===== src/rtl/core/pvd_pkg.sv =====
// Shared types, constants and helper functions for the prefix varint decoder.
`timescale 1ns / 1ps

package pvd_pkg;

  localparam int unsigned ValueW = 64;
  localparam int unsigned ByteW  = 8;
  localparam int unsigned LenW   = 4;

  // One decoded value and the byte count of its encoding.
  typedef struct packed {
    logic [ValueW-1:0] value;
    logic [LenW-1:0]   byte_length;
  } pvd_result_t;

  // Count the run of one bits from the top of a first byte (0..8).
  function automatic logic [LenW-1:0] lead_ones(input logic [ByteW-1:0] b);
    logic [LenW-1:0] cnt;
    logic            run;
    cnt = '0;
    run = 1'b1;
    for (int i = ByteW - 1; i >= 0; i--) begin
      run = run & b[i];
      if (run) begin
        cnt = cnt + LenW'(1);
      end
    end
    return cnt;
  endfunction

  // Undo sign folding in signed mode: odd raw gives ~(raw >> 1), even gives raw >> 1; else raw passes.
  function automatic logic [ValueW-1:0] unfold_sign(input logic [ValueW-1:0] raw,
                                                     input logic            signed_mode);
    logic [ValueW-1:0] half;
    half = raw >> 1;
    if (!signed_mode) begin
      return raw;
    end
    return raw[0] ? ~half : half;
  endfunction

endpackage


===== src/rtl/core/pvd_decode.sv =====
// Byte-at-a-time decode stage: prefix length detect, value shift-in, sign unfold.
`timescale 1ns / 1ps

module pvd_decode
  import pvd_pkg::*;
(
  input  logic              clk,
  input  logic              rst_n,
  input  logic              beat_in,
  input  logic [ByteW-1:0]  data_byte,
  input  logic              signed_mode,
  output logic              res_valid,
  output pvd_result_t       res
);

  logic [LenW-1:0]   bytes_left_r, bytes_left_nxt;
  logic [LenW-1:0]   total_len_r, total_len_nxt;
  logic [ValueW-1:0] acc_r, acc_nxt;

  logic [LenW-1:0]   lead_cnt;
  logic [ByteW-1:0]  first_rest;
  logic [ValueW-1:0] shifted;

  // Split a first byte into its length prefix and its value bits
  assign lead_cnt   = lead_ones(data_byte);
  assign first_rest = data_byte & (8'hFF >> lead_cnt);
  assign shifted    = {acc_r[ValueW-ByteW-1:0], data_byte};

  // Advance the decode state and produce a result on the last byte
  always_comb begin
    bytes_left_nxt  = bytes_left_r;
    total_len_nxt   = total_len_r;
    acc_nxt         = acc_r;
    res_valid       = 1'b0;
    res.value       = '0;
    res.byte_length = '0;
    if (beat_in) begin
      if (bytes_left_r == '0) begin
        if (lead_cnt == '0) begin
          res_valid       = 1'b1;
          res.value       = unfold_sign(ValueW'(first_rest), signed_mode);
          res.byte_length = LenW'(1);
        end else begin
          acc_nxt        = ValueW'(first_rest);
          bytes_left_nxt = lead_cnt;
          total_len_nxt  = lead_cnt + LenW'(1);
        end
      end else begin
        acc_nxt        = shifted;
        bytes_left_nxt = bytes_left_r - LenW'(1);
        if (bytes_left_r == LenW'(1)) begin
          res_valid       = 1'b1;
          res.value       = unfold_sign(shifted, signed_mode);
          res.byte_length = total_len_r;
        end
      end
    end
  end

  // Hold control state under reset; payload needs none
  always_ff @(posedge clk) begin
    if (!rst_n) begin
      bytes_left_r <= '0;
    end else begin
      bytes_left_r <= bytes_left_nxt;
    end
  end

  always_ff @(posedge clk) begin
    total_len_r <= total_len_nxt;
    acc_r       <= acc_nxt;
  end

endmodule


===== src/rtl/core/pvd_outreg.sv =====
// Result register that holds a decoded beat until the receiver takes it.
`timescale 1ns / 1ps

module pvd_outreg
  import pvd_pkg::*;
(
  input  logic        clk,
  input  logic        rst_n,
  input  logic        res_valid,
  input  pvd_result_t res,
  input  logic        out_stall,
  output logic        out_valid,
  output pvd_result_t out_res,
  output logic        full_blocked
);

  logic        valid_r, valid_nxt;
  pvd_result_t res_r;

  // Blocked only while a result sits here and the receiver stalls
  assign full_blocked = valid_r & out_stall;
  assign valid_nxt    = res_valid | full_blocked;

  always_ff @(posedge clk) begin
    if (!rst_n) begin
      valid_r <= 1'b0;
    end else begin
      valid_r <= valid_nxt;
    end
  end

  // Load a new beat; otherwise hold
  always_ff @(posedge clk) begin
    if (res_valid) begin
      res_r <= res;
    end
  end

  assign out_valid = valid_r;
  assign out_res   = res_r;

endmodule


===== src/rtl/core/prefix_varint_decoder.sv =====
// Top level of the prefix-length 64-bit varint decoder.
`timescale 1ns / 1ps
//
// Usage:
//   Input channel: one message byte per beat on in_data_byte, with in_valid
//   and in_stall. A first byte's leading ones give 0..8 continuation bytes.
//   Result channel: out_value (64 bits) and out_byte_length (1..9) with
//   out_valid and out_stall, one beat per completed encoding.
//   Configuration: cfg_we writes cfg_signed_mode (1 = undo sign folding);
//   write it only while no encoding is in progress.
//   Throughput: one byte per cycle while in_stall is low. Decode is a
//   single combinational pass from the accepted byte and the accumulator
//   into the result register, which loads as the last byte of an encoding
//   is accepted; the result appears in the cycle after.
//   Stall: a result waits in the result register; input bytes keep flowing
//   until that register is full and stalled, then in_stall rises.
//   Reset: rst_n (synchronous, active low) drops any partial encoding,
//   empties the result register and clears signed mode.
//
module prefix_varint_decoder
  import pvd_pkg::*;
(
  input  logic              clk,
  input  logic              rst_n,
  input  logic              in_valid,
  output logic              in_stall,
  input  logic [ByteW-1:0]  in_data_byte,
  output logic              out_valid,
  input  logic              out_stall,
  output logic [ValueW-1:0] out_value,
  output logic [LenW-1:0]   out_byte_length,
  input  logic              cfg_we,
  input  logic              cfg_signed_mode
);

  logic        signed_mode_r;
  logic        beat_in;
  logic        res_valid;
  pvd_result_t res;
  pvd_result_t out_res;
  logic        full_blocked;

  // Configuration register
  always_ff @(posedge clk) begin
    if (!rst_n) begin
      signed_mode_r <= 1'b0;
    end else if (cfg_we) begin
      signed_mode_r <= cfg_signed_mode;
    end
  end

  assign in_stall = full_blocked;
  assign beat_in  = in_valid & ~full_blocked;

  pvd_decode u_decode (
    .clk         (clk),
    .rst_n       (rst_n),
    .beat_in     (beat_in),
    .data_byte   (in_data_byte),
    .signed_mode (signed_mode_r),
    .res_valid   (res_valid),
    .res         (res)
  );

  pvd_outreg u_outreg (
    .clk          (clk),
    .rst_n        (rst_n),
    .res_valid    (res_valid),
    .res          (res),
    .out_stall    (out_stall),
    .out_valid    (out_valid),
    .out_res      (out_res),
    .full_blocked (full_blocked)
  );

  assign out_value       = out_res.value;
  assign out_byte_length = out_res.byte_length;

endmodule


===== config.mk =====
export PLATFORM = sky130hd
export DESIGN_NAME = prefix_varint_decoder
export DESIGN_NICKNAME = d
export VERILOG_FILES = /design/src/rtl/core/pvd_pkg.sv /design/src/rtl/core/pvd_decode.sv /design/src/rtl/core/pvd_outreg.sv /design/src/rtl/core/prefix_varint_decoder.sv
export SDC_FILE = /design/constraint.sdc
export NUM_CORES = 1
export LEC_CHECK = 0
export BUFFER_PORTS_ARGS = -buffer_cell sky130_fd_sc_hd__buf_2
export CAP_MARGIN = 10
export CORE_ASPECT_RATIO = 1.4
export CORE_MARGIN = 5
export CORE_UTILIZATION = 64
export DETAILED_ROUTE_END_ITERATION = 8
export GPL_TIMING_DRIVEN = 0
export MAX_ROUTING_LAYER = met4
export PLACE_DENSITY_LB_ADDON = 0.25
export SETUP_SLACK_MARGIN = 0.02
export SLEW_MARGIN = 5
export SYNTH_ARGS = -nofsm -noshare
export SYNTH_HDL_FRONTEND = slang
export SYNTH_HIERARCHICAL = 1
export SYNTH_SLANG_ARGS = --single-unit

===== constraint.sdc =====
create_clock -name clk -period 12.16 [get_ports clk]
set_input_delay 1.216 -clock clk [delete_from_list [all_inputs] [get_ports clk]]
set_output_delay 1.216 -clock clk [all_outputs]
set_load 0.01 [all_outputs]

==> run_summary.xml, run 1 <==
<?xml version="1.0" encoding="UTF-8"?>
<metrics>
  <group name="floorplan">
    <metric name="design.portCount" unit="">84</metric>
    <metric name="floorplan.die_area" unit="µm²">13800</metric>
    <metric name="start_util" unit="">0.6504</metric>
    <metric name="die_y" unit="µm">137.0</metric>
    <metric name="placementRows" unit="">46</metric>
    <metric name="die-width" unit="µm">100.7</metric>
    <metric name="core_area" unit="µm²">11340</metric>
  </group>
  <group name="power">
    <metric name="peakVddDrop" unit="mV">0.1138</metric>
    <metric name="powerDensity" unit="nW/µm²">185.2</metric>
    <metric name="power.static_leakage" unit="nW">3.048</metric>
  </group>
  <group name="drt">
    <metric name="drt_first_pass_iters" unit="">8</metric>
    <metric name="avgViaCountPerCell" unit="">6.302</metric>
    <metric name="drt-total-wl" unit="mm">19.03</metric>
    <metric name="dr_total_vias" unit="">5918</metric>
    <metric name="drt_drc_violations_left" unit="">0</metric>
    <metric name="detail-route-antenna-nets" unit="">0</metric>
    <metric name="drtIter0Drc" unit="">606</metric>
    <metric name="detail_route.wl_per_cell" unit="µm">20.26</metric>
  </group>
  <group name="synthesis">
    <metric name="edff_count_synth" unit="">128</metric>
    <metric name="synthTopCellsByArea" unit="">sky130_fd_sc_hd__edfxtp_1 52%, sky130_fd_sc_hd__xnor2_1 7.5%, sky130_fd_sc_hd__o211ai_1 6.1%</metric>
    <metric name="netlist.top_cell.by_area" unit="">sky130_fd_sc_hd__edfxtp_1</metric>
    <metric name="synth-seq-cells" unit="">134</metric>
    <metric name="synth.net_count" unit="">704</metric>
    <metric name="postSynth.asyncResetShare" unit="">0</metric>
    <metric name="distinct_cell_type_count_of_the_synthesized_netlist" unit="">66</metric>
    <metric name="ys.flop_type" unit="">sky130_fd_sc_hd__edfxtp_1</metric>
    <metric name="syn_avg_cell_area" unit="µm²">10.81</metric>
    <metric name="yosys.area.top_type_share" unit="">0.5212</metric>
    <metric name="postSynthCellCount" unit="">682</metric>
    <metric name="ys_seq_area_frac" unit="">0.5375</metric>
    <metric name="synth.yosys.warnings" unit="">6</metric>
    <metric name="netlist_area" unit="µm²">7375</metric>
  </group>
  <group name="sta">
    <metric name="timing.hold.ws" unit="ns">0.4808</metric>
    <metric name="skew" unit="ns">0.006482</metric>
    <metric name="hold_violations" unit="">0</metric>
    <metric name="final-setup-viol-count" unit="">0</metric>
    <metric name="worst_slew_pin_slew" unit="ns">0.7431</metric>
    <metric name="setup_repair_after_global_routing_missed_its_margin" unit="">false</metric>
    <metric name="timing.final.crit_period" unit="ns">5.834</metric>
    <metric name="tns" unit="ns">0</metric>
    <metric name="fmaxAchievable" unit="MHz">171.4</metric>
    <metric name="slew_headroom" unit="">0.5036</metric>
    <metric name="timing.final.crit_share" unit="">0.4798</metric>
    <metric name="report.final.slew_viol_count" unit="">0</metric>
    <metric name="final.setup.worst_slack" unit="ns">6.326</metric>
  </group>
  <group name="hold_path">
    <metric name="whs_path_cells" unit="">2</metric>
    <metric name="min_from" unit="">u_decode/bytes_left_r[1]</metric>
    <metric name="whs_endpoint" unit="">u_decode/bytes_left_r[1]</metric>
    <metric name="timing.hold.worst.class" unit="">reg2reg</metric>
  </group>
  <group name="clock_network">
    <metric name="cts_tree" unit="">yes</metric>
    <metric name="cts.reportedPaths.clkPinSlew" unit="ns">0.06</metric>
    <metric name="clock_sink_count" unit="">134</metric>
    <metric name="post_cts_gate_resize_count" unit="">0</metric>
    <metric name="post_cts_repair_setup_buffers" unit="">0</metric>
    <metric name="cts_htree_levels" unit="">4</metric>
    <metric name="cts_made_buffers" unit="">17</metric>
    <metric name="clk_latency_worst_skew_pair" unit="ns">0.41</metric>
    <metric name="cts-hold-fix-buffers" unit="">0</metric>
    <metric name="cts-root-to-sink-buffers" unit="">2</metric>
    <metric name="cts-root-buf" unit="">sky130_fd_sc_hd__clkbuf_16</metric>
  </group>
  <group name="placed_design">
    <metric name="hpwlAfterDp" unit="mm">13.39</metric>
    <metric name="dp_slack" unit="ns">5.928</metric>
    <metric name="port_buffers" unit="">80</metric>
    <metric name="post-place-cells" unit="">908</metric>
    <metric name="gpl.final_weighted_congestion" unit="">0.9049</metric>
  </group>
  <group name="layout">
    <metric name="area.growth.synth_to_final" unit="%">17.09</metric>
    <metric name="layout_common_cells" unit="">128 x sky130_fd_sc_hd__edfxtp_1, 85 x sky130_fd_sc_hd__buf_2, 84 x sky130_fd_sc_hd__nand2_1</metric>
    <metric name="n_antenna_cell" unit="">0</metric>
    <metric name="fin_cells" unit="">939</metric>
    <metric name="layout-drive-gt1-share" unit="">0.1774</metric>
    <metric name="finish.net_count" unit="">805</metric>
    <metric name="final_util" unit="">0.7615</metric>
    <metric name="final_common_cell" unit="">sky130_fd_sc_hd__edfxtp_1</metric>
  </group>
  <group name="global_route">
    <metric name="grt_start_max_net_pins" unit="">42</metric>
    <metric name="initial_antenna_violation_count" unit="">0</metric>
    <metric name="global_route_wire_length_before_repair" unit="mm">29.87</metric>
    <metric name="globalRouteTotalUtil" unit="">0.2912</metric>
    <metric name="first_global_vias" unit="">5971</metric>
    <metric name="gr-total-overflow" unit="">0</metric>
  </group>
  <group name="flow_run">
    <metric name="max-cap-violations" unit="">0</metric>
  </group>
  <group name="outcome">
    <metric name="status" unit="">finished clean</metric>
  </group>
  <group name="worst_setup_path">
    <metric name="crit-reg2reg-launch" unit="">u_decode/bytes_left_r[0]</metric>
    <metric name="critical_path_required" unit="ns">12.26</metric>
    <metric name="crit_path_start_kind" unit="">primary input</metric>
    <metric name="worst_ep_arrival_time" unit="ns">5.93</metric>
    <metric name="max_fanout_on_critical_path" unit="">41</metric>
    <metric name="reg2reg_depth" unit="">7</metric>
    <metric name="timing_worst_setup_path_type" unit="">in2reg</metric>
    <metric name="timing.critical_path.to_type" unit="">register</metric>
    <metric name="rrSetupSlack" unit="ns">9.46</metric>
    <metric name="worstReg2RegEnd" unit="">u_outreg/out_res[14]</metric>
  </group>
</metrics>
==> Yosys cell counts (3+ instances only) <==
master                        n
sky130_fd_sc_hd__nor4_1       3
sky130_fd_sc_hd__inv_1       12
sky130_fd_sc_hd__clkbuf_1    35
sky130_fd_sc_hd__nand2_1     84
sky130_fd_sc_hd__nand3_1      6
sky130_fd_sc_hd__nor3_1       5
sky130_fd_sc_hd__xnor2_1     63
sky130_fd_sc_hd__o22ai_1      6
sky130_fd_sc_hd__dfxtp_1      6
sky130_fd_sc_hd__a31oi_1      5
sky130_fd_sc_hd__a21boi_0     3
sky130_fd_sc_hd__nor2_1      23
sky130_fd_sc_hd__mux2i_1      6
sky130_fd_sc_hd__a21oi_1     69
sky130_fd_sc_hd__buf_2        5
sky130_fd_sc_hd__a21o_1       3
sky130_fd_sc_hd__and2_1      59
sky130_fd_sc_hd__nand3b_1     3
sky130_fd_sc_hd__edfxtp_1   128
sky130_fd_sc_hd__buf_6        6
sky130_fd_sc_hd__ha_1         8
sky130_fd_sc_hd__nor2b_1      6
sky130_fd_sc_hd__o211ai_1    60
sky130_fd_sc_hd__buf_1       10
sky130_fd_sc_hd__o21ai_0     10
sky130_fd_sc_hd__o21a_1       6
sky130_fd_sc_hd__o2111ai_1    3
sky130_fd_sc_hd__nand2b_1     3
==> per-stage QoR <==
stage          cell area (µm²)  power (mW)
2_1_floorplan             7375      0.9159
3_3_place_gp              7955       1.022
3_5_place_dp              8003       1.045
4_1_cts                   8635       1.599
5_1_grt                   8635       1.663
6_report                  8635       1.599
==> power by group <==
part	switching (mW)	leakage [nW]	internal (mW)	total, mW
clock	0.190	0.308	0.362	0.552
sequential	0.0458	1.28	0.618	0.664
combinational	0.246	1.46	0.137	0.383
total	0.482	3.05	1.12	1.60
==> worst max-delay path, stage by stage <==
cell,delay (ns)
sky130_fd_sc_hd__buf_2,0.12
sky130_fd_sc_hd__buf_2,0.19
sky130_fd_sc_hd__and2_1,0.22
sky130_fd_sc_hd__ha_1,0.37
sky130_fd_sc_hd__o21a_1,0.30
sky130_fd_sc_hd__ha_1,0.42
sky130_fd_sc_hd__o31ai_1,0.31
sky130_fd_sc_hd__ha_1,0.25
sky130_fd_sc_hd__nand3b_1,0.14
sky130_fd_sc_hd__a211oi_4,0.37
sky130_fd_sc_hd__xnor2_2,0.24
sky130_fd_sc_hd__mux2_4,0.39
sky130_fd_sc_hd__nor3_2,0.30
sky130_fd_sc_hd__o21ai_1,0.19
sky130_fd_sc_hd__inv_2,0.55
sky130_fd_sc_hd__buf_12,0.32
==> worst max-delay path by stage <==
stage,end,startpoint,cells after the start
finish,u_outreg/out_res[14],in_data_byte[7],16
global placement,u_decode/bytes_left_r[1],in_data_byte[7],15
global route,u_outreg/out_res[14],in_data_byte[7],16
CTS,u_outreg/out_res[24],in_data_byte[7],16
floorplan,u_decode/acc_r[0],in_data_byte[6],13
detailed placement,u_outreg/out_res[18],in_data_byte[7],16
==> registers in the layout, indices dropped and copies added (netlist names) <==
| register | flops |
|---|---|
| u_decode/acc_r | 56 |
| u_decode/total_len_r | 4 |
| u_decode/bytes_left_r | 4 |
| signed_mode_r | 1 |
| u_outreg/out_res | 68 |
| u_outreg/out_valid | 1 |
==> cell families (layout without fill, tap and decap cells) <==
logic type,Yosys count,count (layout),synth area share
mux,8,8,0.01171
fa+ha+maj,8,8,0.01357
xor+xnor,66,66,0.08144
buf+inv,69,182,0.04208
compound gates,186,186,0.1659
flops,134,134,0.5375
simple gates,211,211,0.1478
==> layer usage <==
metal	GRT usage	share of wire	up-vias
li1	-	-	2690
met1	0.3279	0.36	2834
met2	0.5084	0.53	333
met3	0.04691	0.075	61
met4	0.1251	0.036	0
met5	-	0	-
==> area by class of cell <==
class | instances | area (µm²)
inverter | 13 | 48.80
clock inverter | 13 | 202.7
multi-input combinational | 479 | 3108
clock buffer | 18 | 429.2
tap | 144 | 180.2
sequential | 134 | 3964
timing repair buffer | 82 | 440.4
fill | 725 | 2704
buffer | 56 | 261.5
Note: power is estimated with default switching activity, not from simulation.
==> run 2: changes to the inputs <==
CORE_UTILIZATION = 59   (was 64)
clock period = 6.1 ns   (was 12.16 ns; I/O delays follow)
==> run 2 against run 1 <==
  * Clock power is 68% higher
  * Clock skew is 0.0016 ns higher
  * Combinational power is 96% higher
  * Cell area is 0.99% lower
  * Register-to-register slack worse by 6.0 ns
  * Final cell count is 0.75% higher
  * Worst setup slack worse by 5.4 ns
  * Wire length is 4.3% lower
  * Largest power group unchanged
  * Highest routed layer unchanged
==> run_summary.xml, run 2 (synthesis gave the netlist of run 1 again) <==
<?xml version="1.0" encoding="UTF-8"?>
<metrics>
  <group name="outcome">
    <metric name="status" unit="">finished clean</metric>
  </group>
  <group name="layout">
    <metric name="n_antenna_cell" unit="">0</metric>
    <metric name="layout-drive-gt1-share" unit="">0.1746</metric>
    <metric name="layout_common_cells" unit="">128 x sky130_fd_sc_hd__edfxtp_1, 85 x sky130_fd_sc_hd__buf_2, 84 x sky130_fd_sc_hd__nand2_1</metric>
    <metric name="area.growth.synth_to_final" unit="%">15.93</metric>
    <metric name="finish.net_count" unit="">805</metric>
    <metric name="final_common_cell" unit="">sky130_fd_sc_hd__edfxtp_1</metric>
    <metric name="largest_register_ffs" unit="">68</metric>
  </group>
  <group name="sta">
    <metric name="timing.final.crit_share" unit="">0.8401</metric>
    <metric name="fmaxAchievable" unit="MHz">195.1</metric>
    <metric name="setup_repair_after_global_routing_missed_its_margin" unit="">false</metric>
    <metric name="timing.final.crit_period" unit="ns">5.124</metric>
    <metric name="hold_violations" unit="">0</metric>
    <metric name="final.setup.worst_slack" unit="ns">0.9755</metric>
    <metric name="slew_headroom" unit="">0.4636</metric>
    <metric name="final-setup-viol-count" unit="">0</metric>
    <metric name="skew" unit="ns">0.008113</metric>
    <metric name="worst_slew_pin_slew" unit="ns">0.8046</metric>
    <metric name="tns" unit="ns">0</metric>
    <metric name="report.final.slew_viol_count" unit="">0</metric>
  </group>
  <group name="floorplan">
    <metric name="floorplan.die_area" unit="µm²">14870</metric>
    <metric name="die-width" unit="µm">104.5</metric>
    <metric name="core_area" unit="µm²">12310</metric>
    <metric name="start_util" unit="">0.5990</metric>
    <metric name="design.portCount" unit="">84</metric>
    <metric name="placementRows" unit="">48</metric>
    <metric name="die_y" unit="µm">142.3</metric>
  </group>
  <group name="clock_network">
    <metric name="cts_made_buffers" unit="">17</metric>
    <metric name="cts-root-buf" unit="">sky130_fd_sc_hd__clkbuf_16</metric>
    <metric name="cts_htree_levels" unit="">4</metric>
    <metric name="clk_latency_worst_skew_pair" unit="ns">0.41</metric>
    <metric name="cts-hold-fix-buffers" unit="">0</metric>
    <metric name="post_cts_repair_setup_buffers" unit="">0</metric>
    <metric name="clock_sink_count" unit="">134</metric>
    <metric name="cts-root-to-sink-buffers" unit="">2</metric>
    <metric name="post_cts_gate_resize_count" unit="">0</metric>
    <metric name="cts_tree" unit="">yes</metric>
    <metric name="cts.reportedPaths.clkPinSlew" unit="ns">0.06</metric>
  </group>
  <group name="worst_setup_path">
    <metric name="critical_path_required" unit="ns">6.20</metric>
    <metric name="crit_path_start_kind" unit="">primary input</metric>
    <metric name="critical-path-slowest-cell" unit="">sky130_fd_sc_hd__inv_2</metric>
    <metric name="rrSetupSlack" unit="ns">3.50</metric>
    <metric name="crit_chain" unit="">buf_2 -&gt; buf_2 -&gt; and2_1 -&gt; ha_1 -&gt; o21a_1 -&gt; ha_1 -&gt; o31ai_1 -&gt; ha_1 -&gt; nand3b_1 -&gt; a211oi_4 -&gt; xnor2_2 -&gt; mux2_4 -&gt; nor3_2 -&gt; o21ai_1 -&gt; inv_2 -&gt; buf_12</metric>
    <metric name="worst_ep_arrival_time" unit="ns">5.22</metric>
    <metric name="timing.critical_path.to_type" unit="">register</metric>
    <metric name="timing_worst_setup_path_type" unit="">in2reg</metric>
    <metric name="cp_top_family" unit="">compound AO/OA/AOI/OAI gates</metric>
    <metric name="worst_path_most_repeated_cell" unit="">sky130_fd_sc_hd__ha_1</metric>
    <metric name="max_fanout_on_critical_path" unit="">45</metric>
    <metric name="worstPathBufferInverterCount" unit="">4</metric>
    <metric name="critical_path.max_stage_delay" unit="ns">0.46</metric>
  </group>
  <group name="drt">
    <metric name="detail_route.wl_per_cell" unit="µm">19.24</metric>
    <metric name="drt_first_pass_iters" unit="">8</metric>
    <metric name="detail-route-antenna-nets" unit="">0</metric>
    <metric name="drt_drc_violations_left" unit="">0</metric>
    <metric name="dr_total_vias" unit="">5768</metric>
    <metric name="drtIter0Drc" unit="">538</metric>
    <metric name="drt-total-wl" unit="mm">18.20</metric>
    <metric name="avgViaCountPerCell" unit="">6.097</metric>
  </group>
  <group name="flow_run">
    <metric name="max-cap-violations" unit="">0</metric>
  </group>
  <group name="placed_design">
    <metric name="hpwlAfterDp" unit="mm">12.80</metric>
    <metric name="dp_slack" unit="ns">0.5583</metric>
    <metric name="port_buffers" unit="">80</metric>
    <metric name="gpl.final_weighted_congestion" unit="">0.9139</metric>
  </group>
  <group name="hold_path">
    <metric name="timing.hold.worst.class" unit="">in2reg</metric>
  </group>
  <group name="power">
    <metric name="peakVddDrop" unit="mV">0.1985</metric>
    <metric name="power.static_leakage" unit="nW">3.000</metric>
    <metric name="powerDensity" unit="nW/µm²">350.9</metric>
  </group>
  <group name="global_route">
    <metric name="grt_start_max_net_pins" unit="">46</metric>
    <metric name="global_route_wire_length_before_repair" unit="mm">29.13</metric>
    <metric name="first_global_vias" unit="">5738</metric>
    <metric name="globalRouteTotalUtil" unit="">0.2531</metric>
    <metric name="gr-total-overflow" unit="">0</metric>
    <metric name="initial_antenna_violation_count" unit="">0</metric>
  </group>
</metrics>
## run 2: cell types whose count changed in the layout (fill, tap and decap cells not counted)
cell / previous run / this run
sky130_fd_sc_hd__clkinvlp_4: 1 / 2
sky130_fd_sc_hd__clkinv_4: 1 / 3
sky130_fd_sc_hd__inv_6: 2 / 1
sky130_fd_sc_hd__bufinv_16: 5 / 1
sky130_fd_sc_hd__clkinv_1: 2 / 5
## run 2: per-stage QoR
step | cell area, µm² | total power [mW] | std cells | utilization | hold WS, ns
2_1_floorplan | 7377 | 1.824 | 682 | - | 0.4485
3_3_place_gp | 7965 | 2.038 | 912 | 0.6470 | 0.4677
3_5_place_dp | 8010 | 2.075 | 914 | 0.6506 | 0.4887
4_1_cts | 8549 | 3.006 | 946 | 0.6944 | 0.4825
5_1_grt | 8549 | 3.134 | 946 | 0.6944 | 0.5017
6_report | 8549 | 3.000 | 946 | 0.6944 | 0.4881
## run 2: layout make-up
cell class	count	area, µm²
multi-input combinational	479	3108
tap	150	187.7
timing repair buffer	82	440.4
fill	901	3762
buffer	56	261.5
clock inverter	14	110.1
clock buffer	18	429.2
inverter	13	48.80
sequential	134	3964
## run 2: worst paths after layout
path / from / endpoint / cells past startpoint
hold reg to reg: u_decode/bytes_left_r[2] / u_decode/bytes_left_r[2] / 2
setup reg to reg: u_decode/bytes_left_r[1] / u_outreg/out_res[15] / 7
setup / recovery: in_data_byte[7] / u_outreg/out_res[15] / 16
hold / removal: rst_n / u_outreg/out_valid / 2
## run 2: worst reg2reg max path: cells and delay by family (launching register included)
kind | cells | cell delay (ns)
buf+inv | 3 | 0.90
compound gates | 1 | 0.19
flops | 1 | 0.33
simple gates | 2 | 0.58
fa+ha+maj | 1 | 0.25
## run 2: where the power goes
| part | switching (mW) | internal (mW) |
|---|---|---|
| Clock | 0.376 | 0.554 |
| Combinational | 0.476 | 0.273 |
| Sequential | 0.0892 | 1.23 |
## run 2: metal layers
| metal | vias up | part of all wire | track usage |
|---|---|---|---|
| li1 | 2686 | - | - |
| met1 | 2793 | 0.37 | 0.2828 |
| met2 | 244 | 0.55 | 0.4564 |
| met3 | 45 | 0.057 | 0.03949 |
| met4 | 0 | 0.027 | 0.09141 |
| met5 | - | 0 | - |
